**config.mk**
```make
export PLATFORM = sky130hd
export DESIGN_NAME = tcg_fifo
export DESIGN_NICKNAME = d
export VERILOG_FILES = /design/src/rtl/tcg_fifo.sv
export SDC_FILE = /design/constraint.sdc
export NUM_CORES = 1
export LEC_CHECK = 0
export BUFFER_PORTS_ARGS = -buffer_cell sky130_fd_sc_hd__buf_2
export CORE_MARGIN = 2
export CORE_UTILIZATION = 60
export CTS_BUF_LIST = sky130_fd_sc_hd__clkbuf_2
export DETAILED_ROUTE_END_ITERATION = 6
export HOLD_SLACK_MARGIN = 0.02
export PLACE_DENSITY = 0.89
export RECOVER_POWER = 100
export SYNTH_ARGS = -nofsm -noshare
export SYNTH_HDL_FRONTEND = slang
export SYNTH_SLANG_ARGS = --single-unit
```
**constraint.sdc**
```tcl
create_clock -name clk -period 3.95 [get_ports clk]
set_input_delay 0.5925 -clock clk [delete_from_list [all_inputs] [get_ports clk]]
set_output_delay 0.5925 -clock clk [all_outputs]
set_load 0.02 [all_outputs]
```
**src/rtl/tcg_fifo.sv**
```systemverilog
`timescale 1ns / 1ps
// ----------------------------------------------------------------------------
// tcg_fifo
// Short command queue between the front and back sections.
// ----------------------------------------------------------------------------
module tcg_fifo #(
  parameter int WIDTH = 8,
  parameter int DEPTH = 4
) (
  input  logic             clk,
  input  logic             rst_n,
  input  logic             push,
  input  logic [WIDTH-1:0] din,
  output logic             full,
  input  logic             pop,
  output logic [WIDTH-1:0] dout,
  output logic             empty
);

  localparam int PW = $clog2(DEPTH);

  logic [WIDTH-1:0] mem [DEPTH];
  logic [PW:0] wr_ptr_r, wr_ptr_nxt;
  logic [PW:0] rd_ptr_r, rd_ptr_nxt;

  assign empty = (wr_ptr_r == rd_ptr_r);
  assign full  = (wr_ptr_r[PW-1:0] == rd_ptr_r[PW-1:0]) && (wr_ptr_r[PW] != rd_ptr_r[PW]);
  assign dout  = mem[rd_ptr_r[PW-1:0]];

  assign wr_ptr_nxt = wr_ptr_r + (PW+1)'(push);
  assign rd_ptr_nxt = rd_ptr_r + (PW+1)'(pop);

  always_ff @(posedge clk) begin
    if (!rst_n) begin
      wr_ptr_r <= '0;
      rd_ptr_r <= '0;
    end else begin
      wr_ptr_r <= wr_ptr_nxt;
      rd_ptr_r <= rd_ptr_nxt;
    end
  end

  always_ff @(posedge clk) begin
    if (push) begin
      mem[wr_ptr_r[PW-1:0]] <= din;
    end
  end

endmodule

```
# --- Word level (Yosys, flattened, before mapping) ---
# Memories as Yosys holds them, arrays and structs flattened. A register that Yosys moved wholly into a read port is not among the register bits.
# Cells that the tools add are included.
op_classes:
  add_sub_neg: 2
  eq_ne: 3
  n_mux: 3
  reduce_logical: 1
ops:
  columns: ["op", "n"]
  rows:
  - ["$add A3 B1 Y3", 2]
  - ["$eq A3 B3 Y1", 1]
  - ["$eq A2 B2 Y1", 1]
  - ["$mux W1", 2]
  - ["$mux W2", 1]
  - ["$logic_and A1 B1 Y1", 1]
  - ["$ne A1 B1 Y1", 1]
totals:
  reg_bits: 6
  ramBits: 32
  in_bits: 12
  out_inout_bits: 10
  elab_cells: 12
  memories: 1
memory_table:
  columns: ["name", "depth", "width", "read_ports", "rd_clocked_by_memory_dff", "write_ports", "line_no", "rtl"]
  rows:
  - ["mem", 4, 8, 1, 1, 1, "22", "logic [WIDTH-1:0] mem [DEPTH];"]

# --- Depth between registers and ports, before layout ---
depth:
  depth_word: 2
  mapped_depth: 4
  ltp_nobuf: 4

# --- Least setup slack after synthesis ---
# No wires, ideal clock.
synth_path:
  kind: "reg-to-output"
  from: "register rd_ptr_r[1]"
  to: "output port empty"
  t_arrival_ps: 1166
  t_required_ps: 3357
  setup_slack_ps: 2192
  path_stages_with_launch: 4
  n_path_buf: 1
  cell_sequence: "dfxtp_1 > buf_2 > xor2_1 > nor3b_1"
synth_via:
  elab_chain_cells: 1
synth_lines:
  columns: ["element", "line_no", "rtl"]
  rows:
  - ["start: declaration", "24", "logic [PW:0] rd_ptr_r, rd_ptr_nxt;"]
  - ["start signal: assignment", "39", "rd_ptr_r <= rd_ptr_nxt;"]
  - ["$eq A3 B3 Y1", "26", "assign empty = (wr_ptr_r == rd_ptr_r);"]
  - ["end: declaration", "17", "output logic empty"]
# No other way between the ends.

==> summary.md <==
| Metric | Value |
|---|---|
| Largest net degree at the start of global routing | `13` |
| Routed Antenna Nets | `0` |
| GPL Wtd Cong | `about 0.66` |
| First-pass GRT wire length | `~3400 µm` |
| Layout Skew | `0.0263 ns` |
| Syn Inst Count | `70` |
| Tmin final | `about 2.5 ns` |
| Netlist cell types | `15` |
| Commonest non-fill, non-tap cell in the layout | `edfxtp_1` |
| Total track usage | `19.6%` |
| Max_cap viols | `0` |
| YS warnings | `0` |
| Vias | `roughly 700` |
| CP top delay family | `flip-flops` |
| Worst Hold Class | `in2reg` |
| CTS H-tree depth | `2` |
| Endpoints failing setup | `0` |
| Seq pwr share | `66.1%` |
| Initial DRC count | `28` |
| CTS Hold Bufs | `0` |
| Vias in the first global route | `706` |
| Area of the multi-input gates | `354 µm²` |
| Congestion Overflow GR | `0` |
| Syn Nets | `86` |
| Hold Path Origin | `rst_n` |
| WL per Instance | `around 18 µm` |
| Setup TNS Final | `0 ns` |
| Setup bufs post-CTS | `0` |
| Yosys reg bits | `38` |
| Drt first pass iters | `4` |
| Switch Pwr | `0.182 mW` |
| Worst path cell trace | `mux4_2, clkbuf_1` |
| CP peak stage delay | `0.76 ns` |
| Final hold vios | `0` |
| Data required time at the worst endpoint | `3.36 ns` |
| Routed wire length | `2210 µm` |
| Reg-to-Reg Start | `wr_ptr_r[1]$_SDFF_PN0_` |
| Most frequent cells in the layout | `edfxtp_1 (32), clkbuf_1 (19), mux4_2 (8), dfxtp_1 (6), clkbuf_2 (5)` |
| CP Data Arrival Time | `1.90 ns` |
| Sequential Area | `around 1100 µm²` |
| Fillers | `173` |
| Initial antenna violation count | `0` |
| R2r setup slk | `~2.3 ns` |
| Post-Synth Simple-Gate Area | `5.52%` |
| Critical R2R Capture | `mem[0][6]$_DFFE_PP_` |
| Final period util | `a little over three fifths` |
| Worst path bufs/invs | `1` |
| Area contributors post-synth | `edfxtp_1 (66%), mux4_2 (12%), dfxtp_1 (8.3%)` |
| Core ar. | `about 2300 µm²` |
| Largest family of logic cells by synthesized area | `multiplexers` |
| Worst setup EP type | `output pin` |
| Hold depth | `2` |
| Worst r2r path cells | `2` |
| Crit Path Max Fanout | `10` |
| Peak supply drop | `0.000351 V` |
| Clk buf depth | `2` |
| Pre-CTS WS | `1.84 ns` |
| IO Port Bufs | `21` |
| Switching Fraction | `25.5%` |
| Fin. max-slew vios | `0` |
| Maximum clock rate | `around 400 MHz` |
| Vias per cell | `5.61` |
| PostCTS Resize Cnt | `0` |
| Clock share of power | `22.2%` |
| Clock slew at reported path FFs | `0.19 ns` |
| RSZ-0062 raised after global routing | `no` |
| CTS Buf Count | `5` |
| DRC Markers | `0` |
| Total I/O pin count | `22` |
| CP Class | `reg2out` |
| XOR/XNOR Fraction of Synth Area | `3.02%` |
| Post-synthesis mux area share | `12.4%` |
| Area fraction of the dominant cell type after synthesis | `66.2%` |
| Slowest-stage cell, CP | `dfxtp_1` |
| Seq/Total Area, Yosys | `74.5%` |
| Sink Count | `38` |
| Cell Area, Synth | `1450 µm²` |
| Setup ws final | `1.46 ns` |
| Syn_area_per_cell | `20.7 µm²` |
| Layout net count | `approximately 110` |
| Worst-margin pin slew | `0.752 ns` |
| Proportion of layout cells with a drive suffix above 1 | `between 10% and 20%` |
| Comb pwr share | `11.7%` |
| Die extent in y | `53.2 µm` |
| Synth area leader | `edfxtp_1` |
| P_int | `0.530 mW` |
| Lkg Pwr | `0.555 nW` |
| PwrDens | `446 nW/µm²` |
| Adder and majority gate portion of the synthesized area | `3.45%` |
| Initial Util | `64.4%` |
| Worst Setup Start Kind | `flip-flop` |
| Slew HR | `49.7%` |
| WHS Endpoint | `rd_ptr_r[1]$_SDFF_PN0_` |
| Antenna diodes | `0` |
| Die Wd | `53.2 µm` |
| Clk Latency, worst-skew pair | `0.39 ns` |
| Row Count | `17` |
| Area grow syn2layout | `10.1%` |
| Status | `finished clean` |
| Die area | `approximately 2800 µm²` |
| Synth Area in Compound Gates | `0%` |
| CTS root buf | `clkbuf_2` |
| CTS tree | `yes` |
[per-layer routing]
layer | GRT usage [%] | vias to the layer above | share of wire [%]
li1 | - | 331 | -
met1 | 22.7 | 350 | 41
met2 | 30.8 | 21 | 51
met3 | 8.76 | 5 | 5.8
met4 | 10.3 | 0 | 2.4
met5 | 0 | - | 0
[synth_stat cells]
cell,count
edfxtp_1,32
mux4_2,8
and2_1,6
dfxtp_1,6
ha_1,4
xor2_1,4
nor3b_1,2
and3_1,1
and3b_1,1
buf_2,1
buf_6,1
nand2_1,1
nor2_1,1
nor3_1,1
xnor2_1,1
[how the worst max path moves through the flow]
| stage | from | end | cells past startpoint |
|---|---|---|---|
| 6_report | rd_ptr_r[0]$_SDFF_PN0_ | dout[0] | 2 |
| 3_3_place_gp | rd_ptr_r[0]$_SDFF_PN0_ | dout[7] | 2 |
| 3_5_place_dp | rd_ptr_r[0]$_SDFF_PN0_ | dout[0] | 2 |
| 2_1_floorplan | rd_ptr_r[1]$_SDFF_PN0_ | empty | 3 |
| 5_1_grt | rd_ptr_r[0]$_SDFF_PN0_ | dout[6] | 2 |
| 4_1_cts | rd_ptr_r[0]$_SDFF_PN0_ | dout[0] | 2 |
[layout make-up]
type | instances | share of cell area [%]
multi-input combinational | 30 | 22.2
clock inverter | 3 | 1.02
sequential | 38 | 67.7
clock buffer | 5 | 1.57
tap | 28 | 2.19
timing repair buffer | 22 | 5.40
[registers in the layout, indices dropped and copies added, names as in the netlist]
signal	count
mem	32
rd_ptr_r	3
wr_ptr_r	3
[through the flow]
stage / hold WS (ns) / power (mW) / utilization (%) / area, µm² / cells
2_1_floorplan: 0.552 / 0.537 / - / 1450 / 70
3_3_place_gp: 0.572 / 0.566 / 70.2 / 1580 / 118
3_5_place_dp: 0.583 / 0.570 / 70.2 / 1580 / 118
4_1_cts: 0.387 / 0.725 / 72.0 / 1620 / 126
5_1_grt: 0.422 / 0.747 / 70.9 / 1600 / 126
6_report: 0.458 / 0.712 / 70.9 / 1600 / 126
[worst register-to-register path, cell delays in order (launching register included)]
cell      delay [ns]
dfxtp_1         0.40
nor3b_1         0.54
clkbuf_1        0.36
[cell families after synthesis]
group         Yosys count
simple gates           13
flops                  38
mux                     8
xor+xnor                5
fa+ha+maj               4
buf+inv                 2
[power groups by stage]
stage | Sequential (mW) | Combinational, mW | Clock (mW)
2_1_floorplan | 0.469 | 0.0683 | 0
3_3_place_gp | 0.478 | 0.0879 | 0
3_5_place_dp | 0.480 | 0.0900 | 0
4_1_cts | 0.471 | 0.0905 | 0.163
5_1_grt | 0.473 | 0.0910 | 0.182
6_report | 0.471 | 0.0834 | 0.158
Power figures use the tool's default switching activity.
