[config.mk]
export PLATFORM = sky130hd
export DESIGN_NAME = tcg_front
export DESIGN_NICKNAME = d
export VERILOG_FILES = /design/src/rtl/tcg_pkg.sv /design/src/rtl/tcg_front.sv
export SDC_FILE = /design/constraint.sdc
export NUM_CORES = 1
export LEC_CHECK = 0
export BUFFER_PORTS_ARGS = -buffer_cell sky130_fd_sc_hd__buf_2
export CORE_MARGIN = 3
export CORE_UTILIZATION = 40
export DETAILED_ROUTE_END_ITERATION = 16
export PLACE_DENSITY = 0.68
export SLEW_MARGIN = 10
export SYNTH_ARGS = -nofsm -noshare
export SYNTH_HDL_FRONTEND = slang
export SYNTH_SLANG_ARGS = --single-unit
[constraint.sdc]
create_clock -name clk -period 9.49 [get_ports clk]
set_input_delay 0.4745 -clock clk [delete_from_list [all_inputs] [get_ports clk]]
set_output_delay 0.4745 -clock clk [all_outputs]
set_load 0.02 [all_outputs]
[src/rtl/tcg_pkg.sv]
`timescale 1ns / 1ps
// ----------------------------------------------------------------------------
// tcg_pkg
// Shared types and constants for the text console glyph renderer.
// ----------------------------------------------------------------------------
package tcg_pkg;

  // input operations
  localparam logic [1:0] OP_PUT    = 2'd0;
  localparam logic [1:0] OP_LOAD   = 2'd1;
  localparam logic [1:0] OP_CLEAR  = 2'd2;
  localparam logic [1:0] OP_CURSOR = 2'd3;

  // result kinds
  localparam logic [1:0] KIND_GLYPH  = 2'd0;
  localparam logic [1:0] KIND_SCROLL = 2'd1;
  localparam logic [1:0] KIND_CLEAR  = 2'd2;

  // commands passed from front to back
  localparam logic [1:0] CMD_GLYPH  = 2'd0;
  localparam logic [1:0] CMD_LOAD   = 2'd1;
  localparam logic [1:0] CMD_CLEAR  = 2'd2;
  localparam logic [1:0] CMD_SCROLL = 2'd3;

  // control codes
  localparam logic [7:0] CH_LF  = 8'h0A;
  localparam logic [7:0] CH_CR  = 8'h0D;
  localparam logic [7:0] CH_TAB = 8'h09;
  localparam logic [7:0] CH_BS  = 8'h08;

  // configuration register indexes and reset values
  localparam logic REG_COLUMNS = 1'b0;
  localparam logic REG_ROWS    = 1'b1;
  localparam logic [7:0] COLS_RESET = 8'd80;
  localparam logic [6:0] ROWS_RESET = 7'd25;

  // cell is 8 pixels wide
  localparam int CELL_SHIFT = 3;

  // font index width covering every legal glyph height and font size
  localparam int IDX_W = 13;

  localparam int PIX_W = 11;

  typedef struct packed {
    logic [1:0]       cmd;
    logic             scroll;  // glyph is followed by a scroll
    logic [IDX_W-1:0] idx;     // font index (glyph base or load address)
    logic [7:0]       data;    // font byte for loads
    logic [PIX_W-1:0] px;
    logic [PIX_W-1:0] py;
    logic [31:0]      fg;
    logic [31:0]      bg;
  } tcg_entry_t;

endpackage

[src/rtl/tcg_front.sv]
`timescale 1ns / 1ps
// ----------------------------------------------------------------------------
// tcg_front
// Accepts input beats, keeps cursor, background and screen size, and turns
// each beat into at most one command for the back section.
// ----------------------------------------------------------------------------
module tcg_front #(
  parameter int GLYPH_HEIGHT = 16,
  parameter int FONT_ENTRIES = 4096
) (
  input  logic                clk,
  input  logic                rst_n,
  input  logic                cfg_we,
  input  logic                cfg_index,
  input  logic [7:0]          cfg_wdata,
  input  logic                in_valid,
  output logic                in_ready,
  input  logic [1:0]          in_operation,
  input  logic [7:0]          in_char_code,
  input  logic [31:0]         in_color,
  input  logic [11:0]         in_font_address,
  input  logic [7:0]          in_font_data,
  input  logic [7:0]          in_cursor_column,
  input  logic [6:0]          in_cursor_row,
  input  logic                q_full,
  output logic                q_push,
  output tcg_pkg::tcg_entry_t q_entry
);

  import tcg_pkg::*;

  localparam logic [13:0] FE_C = 14'(FONT_ENTRIES);

  logic [7:0]  cols_r;
  logic [6:0]  rows_r;
  logic [7:0]  col_r, col_nxt;
  logic [6:0]  row_r, row_nxt;
  logic [31:0] bg_r, bg_nxt;

  logic [7:0] cols_eff;
  logic [6:0] rows_eff;
  logic [8:0] x_mv;
  logic [7:0] y_mv;
  logic [7:0] y_wr;
  logic [7:0] x_fin;
  logic [6:0] y_fin;
  logic       printable;
  logic       scroll;
  logic       accept;

  assign in_ready = !q_full;
  assign accept   = in_valid && in_ready;

  assign cols_eff = (cols_r == 8'd0) ? 8'd1 : cols_r;
  assign rows_eff = (rows_r == 7'd0) ? 7'd1 : rows_r;

  // cursor motion for a put-character beat
  always_comb begin
    x_mv      = {1'b0, col_r};
    y_mv      = {1'b0, row_r};
    printable = 1'b0;
    unique case (in_char_code)
      CH_LF: begin
        x_mv = 9'd0;
        y_mv = {1'b0, row_r} + 8'd1;
      end
      CH_CR: begin
        x_mv = 9'd0;
      end
      CH_TAB: begin
        x_mv = ({1'b0, col_r} + 9'd4) & 9'h1FC;
      end
      CH_BS: begin
        if (col_r != 8'd0) begin
          x_mv = {1'b0, col_r} - 9'd1;
        end
      end
      default: begin
        x_mv      = {1'b0, col_r} + 9'd1;
        printable = 1'b1;
      end
    endcase

    if (x_mv >= {1'b0, cols_eff}) begin
      x_fin = 8'd0;
      y_wr  = y_mv + 8'd1;
    end else begin
      x_fin = x_mv[7:0];
      y_wr  = y_mv;
    end

    scroll = (y_wr >= {1'b0, rows_eff});
    y_fin  = scroll ? (rows_eff - 7'd1) : y_wr[6:0];
  end

  always_comb begin
    col_nxt = col_r;
    row_nxt = row_r;
    bg_nxt  = bg_r;
    q_push  = 1'b0;

    q_entry        = '0;
    q_entry.scroll = scroll;
    q_entry.px     = PIX_W'({col_r, {CELL_SHIFT{1'b0}}});
    q_entry.py     = PIX_W'(row_r * GLYPH_HEIGHT);
    q_entry.fg     = in_color;
    q_entry.bg     = bg_r;
    q_entry.data   = in_font_data;

    unique case (in_operation)
      OP_PUT: begin
        q_entry.cmd = printable ? CMD_GLYPH : CMD_SCROLL;
        q_entry.idx = IDX_W'(in_char_code * GLYPH_HEIGHT);
        q_push      = accept && (printable || scroll);
        if (accept) begin
          col_nxt = x_fin;
          row_nxt = y_fin;
        end
      end
      OP_LOAD: begin
        q_entry.cmd = CMD_LOAD;
        q_entry.idx = IDX_W'(in_font_address);
        // loads past the end of the font are dropped
        q_push      = accept && ({2'b00, in_font_address} < FE_C);
      end
      OP_CLEAR: begin
        q_entry.cmd = CMD_CLEAR;
        q_entry.bg  = in_color;
        q_push      = accept;
        if (accept) begin
          bg_nxt  = in_color;
          col_nxt = 8'd0;
          row_nxt = 7'd0;
        end
      end
      OP_CURSOR: begin
        q_entry.cmd = CMD_SCROLL;
        if (accept) begin
          if (in_cursor_column < cols_eff) begin
            col_nxt = in_cursor_column;
          end
          if (in_cursor_row < rows_eff) begin
            row_nxt = in_cursor_row;
          end
        end
      end
      default: begin
        q_entry.cmd = CMD_SCROLL;
      end
    endcase
  end

  always_ff @(posedge clk) begin
    if (!rst_n) begin
      cols_r <= COLS_RESET;
      rows_r <= ROWS_RESET;
      col_r  <= 8'd0;
      row_r  <= 7'd0;
      bg_r   <= 32'd0;
    end else begin
      col_r <= col_nxt;
      row_r <= row_nxt;
      bg_r  <= bg_nxt;
      if (cfg_we) begin
        unique case (cfg_index)
          REG_COLUMNS: cols_r <= cfg_wdata;
          REG_ROWS:    rows_r <= cfg_wdata[6:0];
          default:     cols_r <= cols_r;
        endcase
      end
    end
  end

endmodule

# After elaboration in Yosys (flattened, before gate mapping)

Cells that the tools add are included.

Output and inout port bits: 112
Register bits after elaboration: 62
Input port bits: 91

Bitwise operators: 1
Reductions and logical operators: 17
Equality and inequality tests: 12
Add/sub/neg operators: 6
$lt $le $gt $ge: 4
Multiplexer cells: 24

Operators with widths:

| kind                                                | count |
|---|---|
| 2-to-1 mux 8 bit                                    | 8 |
| 2-to-1 mux 7 bit                                    | 6 |
| equality test 8 x 4 -> 1 bit, second input constant | 4 |
| 2-to-1 mux 32 bit                                   | 1 |
| one-hot mux 9 bit (3 select lines)                  | 1 |
| one-hot mux 12 bit (2 select lines)                 | 1 |
| one-hot mux 8 bit (3 select lines)                  | 1 |
| one-hot mux 7 bit (3 select lines)                  | 1 |
| inequality test 2 bit, second input constant        | 5 |
| AND reduction 5 bit                                 | 2 |
| adder 8 x 1 -> 9 bit, second input constant         | 1 |
| adder 8 x 3 -> 9 bit, second input constant         | 1 |
| greater-or-equal comparator 9 x 8 -> 1 bit          | 1 |
| 2-to-1 mux 9 bit                                    | 1 |
| subtractor 8 x 1 -> 9 bit, second input constant    | 1 |
| adder 7 x 1 -> 8 bit, second input constant         | 1 |
| adder 8 x 1 -> 8 bit, second input constant         | 1 |
| greater-or-equal comparator 8 x 7 -> 1 bit          | 1 |
| zero test 8 bit                                     | 1 |
| less-than comparator 8 bit                          | 1 |
| one-hot mux 2 bit (4 select lines)                  | 1 |
| nonzero test 8 bit                                  | 1 |
| zero test 7 bit                                     | 1 |
| less-than comparator 7 bit                          | 1 |
| other kinds (15)                                    | 20 |

# Depth between registers and ports, before layout

Depth after elaboration: 9
Gate-level depth with buffers: 26
Mapped depth without buffers: 26

# Least setup slack after synthesis

Ideal clock, no wire load.

Path type: input-to-output
Start point: input port in_char_code[5]
End point: output port q_push
Arrival: 4.832 ns
Path slack: 4.183 ns
Stages: 23
Path through: or4b_4 or3_1 clkbuf_1 o21ai_0 o221ai_1 a21o_1 ha_1 nand2_1 o21ai_0 a21oi_1 o41ai_4 a32oi_1 o31ai_2 xor2_1 ha_1 and3_1 a21oi_1 o21ai_0 a21o_1 a41oi_4 nand2_1 a21oi_1 nor3b_1

Cells in the longest elaborated chain, start to end: 9
Elaborated cells between the ends (all ways): 16
Classes of those cells: add/sub (1); order compare (2); eq/ne (4); mux (5); reduce/logical (4)

RTL lines:

| item                                       | RTL line         | source |
|---|---|---|
| from (decl)                                | tcg_front.sv:19  | `input logic [7:0] in_char_code,` |
| equality test 8 x 4 -> 1 bit               | tcg_front.sv:62  | `unique case (in_char_code)` |
| OR reduction 2 bit (no line)               | --               |  |
| one-hot mux 9 bit (3 select lines)         | tcg_front.sv:62  |  |
| greater-or-equal comparator 9 x 8 -> 1 bit | tcg_front.sv:84  | `if (x_mv >= {1'b0, cols_eff}) begin` |
| 2-to-1 mux 8 bit                           | tcg_front.sv:84  |  |
| greater-or-equal comparator 8 x 7 -> 1 bit | tcg_front.sv:92  | `scroll = (y_wr >= {1'b0, rows_eff});` |
| logical OR 1 bit *                         | tcg_front.sv:114 | `q_push = accept && (printable \|\| scroll);` |
| logical AND 1 bit *                        | tcg_front.sv:114 |  |
| one-hot mux 1 bit (2 select lines) *       | tcg_front.sv:110 | `unique case (in_operation)` |
| to (decl)                                  | tcg_front.sv:26  | `output logic q_push,` |

Mark *: on every way between the ends. The rest lies on a longest branch, timed or not.

# Final worst setup path

Start point: register col_r[3]
End point: output port q_push

Cells in the longest elaborated chain, start to end: 9
Elaborated cells between the ends (all ways): 12
Classes of those cells: add/sub (3); order compare (2); mux (4); reduce/logical (3)

RTL lines:

| item                                                                   | RTL line                         | source |
|---|---|---|
| from (decl)                                                            | tcg_front.sv:36                  | `logic [7:0] col_r, col_nxt;` |
| from (signal assigned)                                                 | tcg_front.sv:161                 | `col_r <= col_nxt;` |
| subtractor 8 x 1 -> 9 bit / nonzero test 8 bit (equally long branches) | tcg_front.sv:75, tcg_front.sv:74 |  |
| 2-to-1 mux 9 bit                                                       | tcg_front.sv:74                  | `if (col_r != 8'd0) begin` |
| one-hot mux 9 bit (3 select lines) *                                   | tcg_front.sv:62                  |  |
| greater-or-equal comparator 9 x 8 -> 1 bit *                           | tcg_front.sv:84                  |  |
| 2-to-1 mux 8 bit *                                                     | tcg_front.sv:84                  |  |
| greater-or-equal comparator 8 x 7 -> 1 bit *                           | tcg_front.sv:92                  |  |
| logical OR 1 bit *                                                     | tcg_front.sv:114                 |  |
| logical AND 1 bit *                                                    | tcg_front.sv:114                 |  |
| one-hot mux 1 bit (2 select lines) *                                   | tcg_front.sv:110                 |  |

Marks and branches as above.

==> results.ini <==
[run_status]
status=complete, no violations

[power]
power_density_nw_per_um2=150
power.switching_mw=0.322
sequentialPowerShare=0.325
p_int_mw=0.610
p_comb_frac=0.316
leakage_nw=2.87
switching_share=0.346
pwr-share-clk=0.358
vdd_drop_max_v=0.0000735

[grt]
antenna_found_initial=0
grt_pass1_wl_um=23900
track_usage=0.201
grt_overflow_total=0
grt_pass1_vias=4759
grt_max_degree=67

[floorplanning]
design.portCount=203
start_util=0.413
fp.dieArea_um2=14500
core-area_um2=12700
chipWidth_um=121
rows=41
fp.dieH_um=121

[hold_path]
hold_path.class=primary input to flop

[cells_and_area]
syn_to_final_growth_pct=18.0
layout-drive-gt1-share=0.305
antenna_cells=0
fillers=1304
nets=923
utilization=0.487

[cts]
clock-sinks=62
ctsHoldBuffers=0
worstSkewPairLatency_ps=330
path_clk_slew_ps=50
cts_buffers=9
cts_buffer_depth=2
post-cts-setup-buffers=0
htree_num_levels=3
cts_resized=0
ctsRootBufferMaster=clkbuf_16
cts_tree=done

[worst_setup_path]
start_kind=flop
cp.arrival_ps=5660
slowest_delay_ps=690
end_kind=output pin
crit_slowest_cell=nor4bb_1
cp_max_fo=10
reg2reg_slack_ps=3970
crit_required_ps=9020
path_class=flop to output pin

[detailed_routing]
wirelength_um=14600
vias=4984
ant_nets=0
drt_iter0_markers=336
routedWlPerCell_um=15.0
drc=0
dr.pass1.iters=5
viasPerCell=5.14

[synth]
syn-instance-count=680
yosysTopAreaCell=dfxtp_1
synth_top_area_frac=0.236
synth_seq_cells=62
syn-cell-area_um2=5250
yosys_warnings=0
synth_edf_count=0
yosysSeqAreaShare=0.236
netlist_top_cells_count=nand2_1 (131), dfxtp_1 (62), buf_4 (49)
synth.distinct_cells=63
synthArstFlopShare=0
synthFlopType=dfxtp_1
syn_avg_cell_area_um2=7.72
synth_area_leaders=dfxtp_1 (24%), nand2_1 (9.4%), ha_1 (9.3%)
yosysMostFrequentCell=nand2_1

[timing]
tightest_slew_ps=1080
finalSetupViolations=0
fin_crit_sh=0.646
hold_viol=0
period_minus_slack_ps=6130
finalSetupTns_ps=0
drv_slew=0
rsz0062_at_grt=no
maxSlewHeadroom=0.281
skew_ps=3.87
fmax_mhz=163

[placed_design]
portBuffers=178
place_congestion=0.921
dp_hpwl_um=11000

[run]
drv_cap=0

## path summary, 6_finish.rpt
kind / startpoint / end / cells past startpoint
min: cfg_wdata[6] / cols_r[6] / 3
max: col_r[3] / q_push / 25
min reg2reg: bg_r[3] / bg_r[3] / 2
max reg2reg: col_r[3] / row_r[6] / 24
## state kept, by name, indices dropped and copies added, names as in the netlist
signal,cells
row_r,7
rows_r,7
bg_r,32
col_r,8
cols_r,8
## worst max-delay path: cells and delay by family, from the launching register on
| kind | cells | cell delay [ps] |
|---|---|---|
| simple gates | 7 | 1550 |
| fa+ha+maj | 3 | 720 |
| flops | 1 | 380 |
| buf+inv | 2 | 320 |
| xor+xnor | 1 | 200 |
| compound gates | 12 | 2150 |
## power by group through the flow
stage / clock network, mW / registers, mW / logic (mW)
final: 0.334 / 0.303 / 0.295
after detailed placement: 0 / 0.308 / 0.294
after global placement: 0 / 0.308 / 0.294
after global routing: 0.354 / 0.307 / 0.331
after floorplan: 0 / 0.307 / 0.218
after CTS: 0.341 / 0.303 / 0.295
## per-layer routing
metal  wire (um)  track usage  vias to the layer above
met4         134       0.0475                        0
met5           0            0                        -
met2        6910        0.319                      122
li1            -            -                     2551
met1        6850        0.287                     2302
met3         655       0.0313                        9
## layout make-up
type	instances	area [um2]	share of cell area
Inverter	36	135	0.0218
Clock inverter	3	43.8	0.00706
Multi-Input combinational cell	504	3400	0.549
Tap cell	172	215	0.0347
Timing Repair Buffer	180	906	0.146
Clock buffer	12	256	0.0414
Sequential cell	62	1240	0.200
## through the flow
stage               cell area [um2]  hold WS (ps)  power, mW  worst slack, ps  cells
floorplan                      5280           441      0.525             4180    687
global placement               5900           455      0.602             3730    954
detailed placement             5900           460      0.602             3580    954
CTS                            6200           391      0.940             3460    969
global route                   6200           409      0.992             2910    969
finish                         6200           400      0.933             3360    969
## layout by cell type (no fill, tap or decap), types with 3 or more instances in the layout
master     netlist  final
xnor2_1         12     12
and2_1          10     10
nor3_1           8      8
clkbuf_16        0      9
or3_1            4      4
o21ai_0         31     31
a31oi_1         10     10
nor4_1           4      4
o211ai_1        10     10
nand3_1         20     20
nand4_1          9      9
buf_2            0    178
nand2_1        131    131
ha_1            39     38
a22o_1           9      9
o221ai_1         3      3
o211a_1          5      5
a21boi_0        43     43
a21o_1           7      7
a21oi_1         20     20
nor2b_1          5      5
inv_1           35     35
nor2_1          25     25
nand2b_1         3      3
conb_1           1      8
o31a_1           3      3
mux2_2          35     35
xor2_1           8      8
a32oi_1          3      3
dfxtp_1         62     62
## cell families after synthesis
logic type	synth area share
xor gates and xnor gates	0.0333
muxes	0.0750
adders and majority gates	0.0929
AOI/OAI and AO/OA	0.232
other	0.000714
buffers and inverters	0.121
DFF	0.236
and+or+nand+nor	0.208
(Power assumes the default switching activity.)
